**config.mk**
```make
export PLATFORM = sky130hd
export DESIGN_NAME = smvm_addr_mod
export DESIGN_NICKNAME = d
export VERILOG_FILES = /design/src/rtl/smvm_pkg.sv /design/src/rtl/smvm_addr_mod.sv
export SDC_FILE = /design/constraint.sdc
export NUM_CORES = 1
export LEC_CHECK = 0
export ABC_AREA = 1
export BUFFER_PORTS_ARGS = -buffer_cell sky130_fd_sc_hd__buf_2
export CORE_MARGIN = 2
export CORE_UTILIZATION = 48
export CTS_CLUSTER_SIZE = 10
export DETAILED_ROUTE_END_ITERATION = 12
export PLACE_DENSITY = 0.86
export SKIP_CTS_REPAIR_TIMING = 1
export SYNTH_ARGS = -nofsm -noshare
export SYNTH_HDL_FRONTEND = slang
export SYNTH_SLANG_ARGS = --single-unit
```
**constraint.sdc**
```tcl
create_clock -name clk -period 1.97 [get_ports clk]
set_input_delay 0.197 -clock clk [delete_from_list [all_inputs] [get_ports clk]]
set_output_delay 0.197 -clock clk [all_outputs]
set_load 0.01 [all_outputs]
```
**src/rtl/smvm_pkg.sv**
```systemverilog
package smvm_pkg;

    // Fixed field widths
    localparam int SAMPLE_W   = 16;
    localparam int ADDR_IN_W  = 16;
    localparam int LEN_W      = 17;
    localparam int SLOT_OUT_W = 6;
    localparam int COUNT_OUT_W = 7;

    // Defaults for the top-level parameters
    localparam int VOICE_SLOTS_DEF      = 30;
    localparam int SAMPLE_MEM_DEPTH_DEF = 65536;

    // Function codes of an input word
    localparam logic [1:0] FUNC_WRITE = 2'd0;
    localparam logic [1:0] FUNC_QUEUE = 2'd1;
    localparam logic [1:0] FUNC_TICK  = 2'd2;

    // Sequencer states
    typedef enum logic [6:0] {
        ST_IDLE       = 7'b0000001,
        ST_MOD_WAIT   = 7'b0000010,
        ST_Q_SCAN     = 7'b0000100,
        ST_TICK_CHK   = 7'b0001000,
        ST_TICK_VOICE = 7'b0010000,
        ST_TICK_ACC   = 7'b0100000,
        ST_FINISH     = 7'b1000000
    } state_t;

endpackage

```
**src/rtl/smvm_addr_mod.sv**
```systemverilog
module smvm_addr_mod
    import smvm_pkg::*;
#(
    parameter int SAMPLE_MEM_DEPTH = SAMPLE_MEM_DEPTH_DEF,
    parameter int ADDR_W           = $clog2(SAMPLE_MEM_DEPTH)
)
(
    input  logic                 clk,
    input  logic                 rst_n,
    input  logic                 start,
    input  logic [ADDR_IN_W-1:0] value,
    output logic                 done,
    output logic [ADDR_W-1:0]    result
);

    // Reciprocal remainder in two steps: quotient = (value * RECIP) >> SHIFT, exact for
    // every ADDR_IN_W-bit value since RECIP * depth exceeds 2^SHIFT by less than 2^ADDR_W;
    // then remainder = value - quotient * depth
    localparam int     SHIFT   = ADDR_IN_W + ADDR_W;
    localparam int     RECIP_W = ADDR_IN_W + 2;
    localparam int     PROD_W  = SHIFT + ADDR_IN_W;
    localparam int     REM_W   = (ADDR_W > ADDR_IN_W) ? ADDR_W : ADDR_IN_W;
    localparam longint RECIP   = ((longint'(1) << SHIFT) + longint'(SAMPLE_MEM_DEPTH) - 1)
                                 / longint'(SAMPLE_MEM_DEPTH);
    localparam logic [RECIP_W-1:0]   RECIP_K = RECIP_W'(RECIP);
    localparam logic [ADDR_IN_W-1:0] DEPTH_K = ADDR_IN_W'(SAMPLE_MEM_DEPTH);

    logic                 busy_reg;
    logic                 done_reg;
    logic [ADDR_IN_W-1:0] val_reg;
    logic [ADDR_IN_W-1:0] quot_reg;
    logic [REM_W-1:0]     rem_reg;
    logic [PROD_W-1:0]    prod;
    logic [ADDR_IN_W-1:0] quot_by_depth;

    // 16 x 18 constant product; quotient never exceeds the input value
    assign prod          = PROD_W'(value) * PROD_W'(RECIP_K);
    assign quot_by_depth = quot_reg * DEPTH_K;

    // Step sequencing and handshake
    always_ff @(posedge clk or negedge rst_n)
    begin
        if (!rst_n)
        begin
            busy_reg <= 1'b0;
            done_reg <= 1'b0;
        end
        else
        begin
            busy_reg <= start;
            done_reg <= busy_reg;
        end
    end

    // Quotient, then remainder
    always_ff @(posedge clk)
    begin
        if (start)
        begin
            val_reg  <= value;
            quot_reg <= prod[SHIFT +: ADDR_IN_W];
        end
        if (busy_reg)
        begin
            rem_reg <= REM_W'(val_reg - quot_by_depth);
        end
    end

    assign done   = done_reg;
    assign result = rem_reg[ADDR_W-1:0];

    a_no_restart: assert property (@(posedge clk) disable iff (!rst_n)
        start |-> !busy_reg)
        else $error("address reduction restarted while busy");

    a_result_in_range: assert property (@(posedge clk) disable iff (!rst_n)
        done_reg |-> ({1'b0, rem_reg} < (REM_W + 1)'(SAMPLE_MEM_DEPTH)))
        else $error("reduced address not below memory depth");

    a_done_alone: assert property (@(posedge clk) disable iff (!rst_n)
        done_reg |-> !busy_reg)
        else $error("address reduction done while still busy");

endmodule
```
== Yosys cells after proc, flatten, opt, wreduce, memory -nomap -nowiden ==
Cells that the tools add are included.

* Flip-flop bits (word level): 34
* Input port bits: 19
* Output and inout port bits: 17
* Word-level logic and storage cells: 4

== Longest topological paths before layout ==
Gate-level depths: netlist of run 1.

* Word-level depth: 0
* Mapped depth: 0
* Depth with buffers taken out: 0

== Worst setup path before layout of run 1 ==
No wires, ideal clock.

* Path type: register to register
* From: reg busy_reg
* To: reg rem_reg[0], in the netlist result[0], enable pin
* Library setup time: 0.371 ns
* Data arrival time: 0.625 ns
* Setup slack: 0.974 ns
* Cell stages (with the launch flop): 1
* Buffers on the path: 0
* Period minus slack after synthesis: 0.996 ns
* Cells stage by stage: dfrtp_1

{| class="wikitable"
|+ RTL lines
! element !! RTL line !! RTL
|-
| start: declaration || smvm_addr_mod.sv:28 || <nowiki>logic busy_reg;</nowiki>
|-
| start signal: assignment || smvm_addr_mod.sv:50 || <nowiki>busy_reg <= start;</nowiki>
|-
| end signal: assignment || smvm_addr_mod.sv:65 || <nowiki>rem_reg <= REM_W'(val_reg - quot_by_depth);</nowiki>
|-
| end: declaration || smvm_addr_mod.sv:32 || <nowiki>logic [REM_W-1:0] rem_reg;</nowiki>
|}

No word-level cell between the ends.

== Worst setup path in the final report of run 1 ==
* From: reg busy_reg
* To: reg rem_reg[10], in the netlist result[10], enable pin

No word-level cell between the ends.

==> results.cfg, run 1 <==
[routing]
via_per_inst = 4.31
wl_per_cell_um = 11.9
drt-pass1-iter-count = 1
drc_errors = 0
vias = 453
wl_mm = 1.25
ant_nets = 0
drtIter0Drc = 0

[die]
core_area_mm2 = 0.00198
die_h_um = 49.9
start_util_pct = 51.0
die_area_mm2 = 0.00249
die_x_um = 49.9
rows = 16
io_pins = 36

[worst_setup_path]
worstReg2RegStart = busy_reg$_DFF_PN0_
cp-start-kind = flip-flop
setup.worst_path.class = flip-flop to flip-flop
ff2ff_path_depth = 0
crit_path_end_kind = flip-flop
r2r_slack_ns = 0.87
crit_arrival_ns = 1.06
worstPathRequired_ns = 1.92
critPathMaxFanout = 17
r2r-end = result[10]$_DFFE_PP_

[pwr]
leakage_nw = 0.517
irDropWorstVdd_v = 0.000646
p_per_area_mw_per_mm2 = 1050
p_total_mw = 1.36

[synthesis]
ys_seq_elements = 34
yosys.area_share.simple_pct = 0
syn-num-nets = 53
synth.area.mux_share_pct = 0
synth-seq-area-share_pct = 100
syn_avg_cell_area_um2 = 29.7
syn_area_mm2 = 0.00101
synth-xor-area-share_pct = 0
synth_warnings = 0
synth_compound_gate_area_share_pct = 0
synthAdderAreaFrac_pct = 0
synthCells = 34
yosysUniqueCellTypes = 2

[place]
gp_congestion = 0.675
port_buffers = 35

[layout]
mostFrequentLayoutCell = buf_2
fillers = 135
final_cell_mix = 35 x buf_2, 32 x edfxtp_1, 5 x clkbuf_4
synthToLayoutAreaGrowth_pct = 28.5
multi_input_cells = 0
layout.nets = 96
multi_input_area_um2 = 0
drive_above_1_share_pct = 53.8
diodes = 0

[cts]
clk_pin_slew_worst_paths_ns = 0.10
cts_tree = built
cts_root_buf = clkbuf_4
htreeDepth = 2
clk_latency_ns = 0.32
cts_sinks = 34
cts_buffer_depth = 2
cts_inserted_buffers = 5

[sta]
rsz0062_at_grt = false
period_share_pct = 56.1
hold_viol_final = 0
fmax_mhz = 905
worstMarginPinSlew_ns = 0.623
final.setup.tns_ns = 0
fin_skew_ns = 0.0158
maxSlewViolCount = 0
setup_viol = 0
max_slew_margin_pct = 58.5
min_period_ns = 1.10

[global_route]
grt_pass1_vias = 409
antenna_found_initial = 0
grt_pass1_wl_mm = 1.82
grtUsageTotal_pct = 11.0
grt_max_degree = 18
grt-ovfl-total = 0

[flow_run]
maxCapViolCount = 0

[hold_path]
worstHoldStart = value[9]
hold-path-endpoint = val_reg[9]$_DFFE_PP_
worstHoldPathCells = 1
hold_path_class = input pin to flip-flop

[run_status]
status = complete, no violations
[synth_stat cells (all sizes together)]
cell    number  area share [%]
edfxtp      32              95
dfrtp        2             5.0
[routing by layer]
layer / vias up / GRT usage [%] / wire, µm
met5: - / 0 / 0
met4: 0 / 6.94 / 25
met3: 2 / 5.76 / 114
met2: 25 / 16.9 / 678
met1: 206 / 11.8 / 430
li1: 220 / - / -
[through the flow]
stage	worst slack [ns]	std cells	utilization (%)	hold WS, ns	cell area [µm²]
final	0.865	105	65.5	0.0380	1300
after global routing	0.809	105	65.5	0.0215	1300
after CTS	0.846	104	65.0	-0.382	1290
after detailed placement	0.861	96	61.6	-0.0165	1220
after global placement	0.901	96	61.6	-0.0150	1220
after floorplan	0.974	34	-	-0.0986	1010
[logic make-up after synthesis]
kind of cell,count (synthesis)
flip-flops,34
[worst max-delay path by stage]
stage / from / to / slack (ns) / cells after the start
floorplan: busy_reg$_DFF_PN0_ / result[0]$_DFFE_PP_ / 0.97 / 0
detailed placement: busy_reg$_DFF_PN0_ / result[4]$_DFFE_PP_ / 0.86 / 0
finish: busy_reg$_DFF_PN0_ / result[10]$_DFFE_PP_ / 0.87 / 0
global placement: busy_reg$_DFF_PN0_ / result[1]$_DFFE_PP_ / 0.90 / 0
CTS: busy_reg$_DFF_PN0_ / result[15]$_DFFE_PP_ / 0.85 / 0
global route: busy_reg$_DFF_PN0_ / result[0]$_DFFE_PP_ / 0.81 / 0
[power by group]
part | switching, mW | internal [mW]
combinational | 0.0372 | 0.0337
sequential | 0.0188 | 0.858
clock | 0.207 | 0.205
total | 0.263 | 1.10
[cell type report]
class	instances	area, µm²	area share (%)
sequential	34	1010	77.8
clock buffer	7	65.1	5.01
tap	27	33.8	2.60
clock inverter	1	3.75	0.289
timing repair buffer	36	185	14.3
(Power assumes the default switching activity.)
==> run 2, diff against run 1 <==
--- a/config.mk
+++ b/config.mk
@@ -5,13 +5,13 @@
 export SDC_FILE = /design/constraint.sdc
 export NUM_CORES = 1
 export LEC_CHECK = 0
-export ABC_AREA = 1
+export ABC_AREA = 0
 export BUFFER_PORTS_ARGS = -buffer_cell sky130_fd_sc_hd__buf_2
 export CORE_MARGIN = 2
-export CORE_UTILIZATION = 48
+export CORE_UTILIZATION = 42
 export CTS_CLUSTER_SIZE = 10
 export DETAILED_ROUTE_END_ITERATION = 12
-export PLACE_DENSITY = 0.86
+export PLACE_DENSITY = 0.81
 export SKIP_CTS_REPAIR_TIMING = 1
 export SYNTH_ARGS = -nofsm -noshare
 export SYNTH_HDL_FRONTEND = slang
==> constraint.sdc (replaced) <==
create_clock -name clk -period 0.9 [get_ports clk]
set_input_delay 0.09 -clock clk [delete_from_list [all_inputs] [get_ports clk]]
set_output_delay 0.09 -clock clk [all_outputs]
set_load 0.01 [all_outputs]
==> run 2 against run 1 <==
Effect of this change: the run now ends with setup timing left; cell count grew 16%; clock-buffer cell count grew 1; final area grew 12%; die area grew 13%; first-iteration DRC count grew 6; critical path depth grew 1; highest routed layer unchanged.
==> results.cfg, run 2 (synthesis gave the netlist of run 1 again) <==
[worst_setup_path]
cpPeakStageDelay_ns = 0.39
worstReg2RegStart = busy_reg$_DFF_PN0_
r2r_slack_ns = 0.03
critPathBufInv = 1
cp_top_family = flip-flops
ff2ff_path_depth = 0
crit_path_end_kind = output port
cp_slowest_cell = edfxtp_1
setup.worst_path.class = flip-flop to output port
crit_arrival_ns = 0.86
worstPathRequired_ns = 0.81
crit_cells = 1
critPathMaxFanout = 1
crit_start = result[3]$_DFFE_PP_
cp-start-kind = flip-flop
cp_cell_sequence = buf_2

[layout]
synthToLayoutAreaGrowth_pct = 43.8
fillers = 165
diodes = 0
post-route-util_pct = 64.5
multi_input_cells = 0
drive_above_1_share_pct = 44.7
final_cell_mix = 35 x buf_2, 32 x edfxtp_1, 17 x dlygate4sd3_1
multi_input_area_um2 = 0
mostFrequentLayoutCell = buf_2
final_cells = 122
layout.nets = 112

[cts]
clk_latency_ns = 0.32
cts_sinks = 34
cts_inserted_buffers = 5
cts_root_buf = clkbuf_4
clk_pin_slew_worst_paths_ns = 0.09
htreeDepth = 2
cts_buffer_depth = 2
cts_tree = built

[pwr]
p_int_mw = 2.38
irDropWorstVdd_v = 0.00136
p_sw_share_pct = 19.2
clkPwrFrac_pct = 27.8
p_comb_share_pct = 7.2
p_seq_share_pct = 65.1
p_per_area_mw_per_mm2 = 2030
leakage_nw = 0.577
p_total_mw = 2.95
switchingPower_mw = 0.566

[sta]
finalWorstSetupSlack_ns = -0.0492
period_share_pct = 105
setup_viol = 16
fmax_mhz = 1050
hold_viol_final = 0
min_period_ns = 0.949
max_slew_margin_pct = 76.4
maxSlewViolCount = 0
fin_skew_ns = 0.00979
worstMarginPinSlew_ns = 0.355
rsz0062_at_grt = true
final.setup.tns_ns = -0.308

[routing]
via_per_inst = 4.26
wl_mm = 1.40
ant_nets = 0
vias = 520
drtIter0Drc = 6
wl_per_cell_um = 11.5
drc_errors = 0
drt-pass1-iter-count = 3

[global_route]
antenna_found_initial = 0
grt_pass1_wl_mm = 1.73
grt-ovfl-total = 0
grtUsageTotal_pct = 10.2
grt_max_degree = 18
grt_pass1_vias = 406

[die]
die_area_mm2 = 0.00282
io_pins = 36
core_area_mm2 = 0.00225
die_x_um = 53.1
die_h_um = 53.1
start_util_pct = 44.8
rows = 17

[run_status]
status = finished with violations
violations = setup timing

[place]
port_buffers = 35
dp_cells = 97
place_ws_ns = -0.0124
gp_congestion = 0.656

[hold_path]
hold_path_class = input pin to asynchronous set/reset pin

[flow_run]
maxCapViolCount = 0
-- run 2: cell types whose count changed in the layout (fill, tap and decap cells not counted) --
cell,before,now
clkbuf_1,0,2
dfrtp_1,2,1
dfrtp_4,0,1
clkinv_1,1,0
dlygate4sd3_1,1,17
clkbuf_8,2,1
-- run 2: stage by stage --
step	hold WS (ns)	cell area, µm²
after floorplan	-0.206	1010
after global placement	-0.122	1220
after detailed placement	-0.118	1220
after CTS	-0.483	1280
after global routing	0.0369	1450
final	0.0621	1450
-- run 2: path summary, 6_finish.rpt --
path,to
worst max-delay path,result[3]
worst min-delay path,busy_reg$_DFF_PN0_
worst max register to register,result[5]$_DFFE_PP_
worst min register to register,result[3]$_DFFE_PP_
max in group asynchronous,busy_reg$_DFF_PN0_
min in group clk,busy_reg$_DFF_PN0_
-- run 2: power by group through the flow --
stage | Sequential [mW] | Combinational [mW] | Clock [mW]
finish | 1.92 | 0.211 | 0.819
global route | 1.93 | 0.230 | 0.928
CTS | 1.92 | 0.156 | 0.854
detailed placement | 1.96 | 0.156 | 0
global placement | 1.95 | 0.152 | 0
floorplan | 1.99 | 0 | 0
-- run 2: area by class of cell --
type | instances | area, µm² | share of cell area [%]
Clock buffer | 8 | 58.8 | 4.04
Tap cell | 28 | 35.0 | 2.41
Sequential cell | 34 | 1010 | 69.8
Timing Repair Buffer | 52 | 345 | 23.8
-- run 2: layer usage --
| layer | up-vias | GRT usage, % | wire, µm |
|---|---|---|---|
| met3 | 6 | 8.47 | 147 |
| met4 | 0 | 5.13 | 36 |
| met5 | - | 0 | 0 |
| met2 | 25 | 17.1 | 764 |
| met1 | 234 | 8.02 | 452 |
| li1 | 255 | - | - |
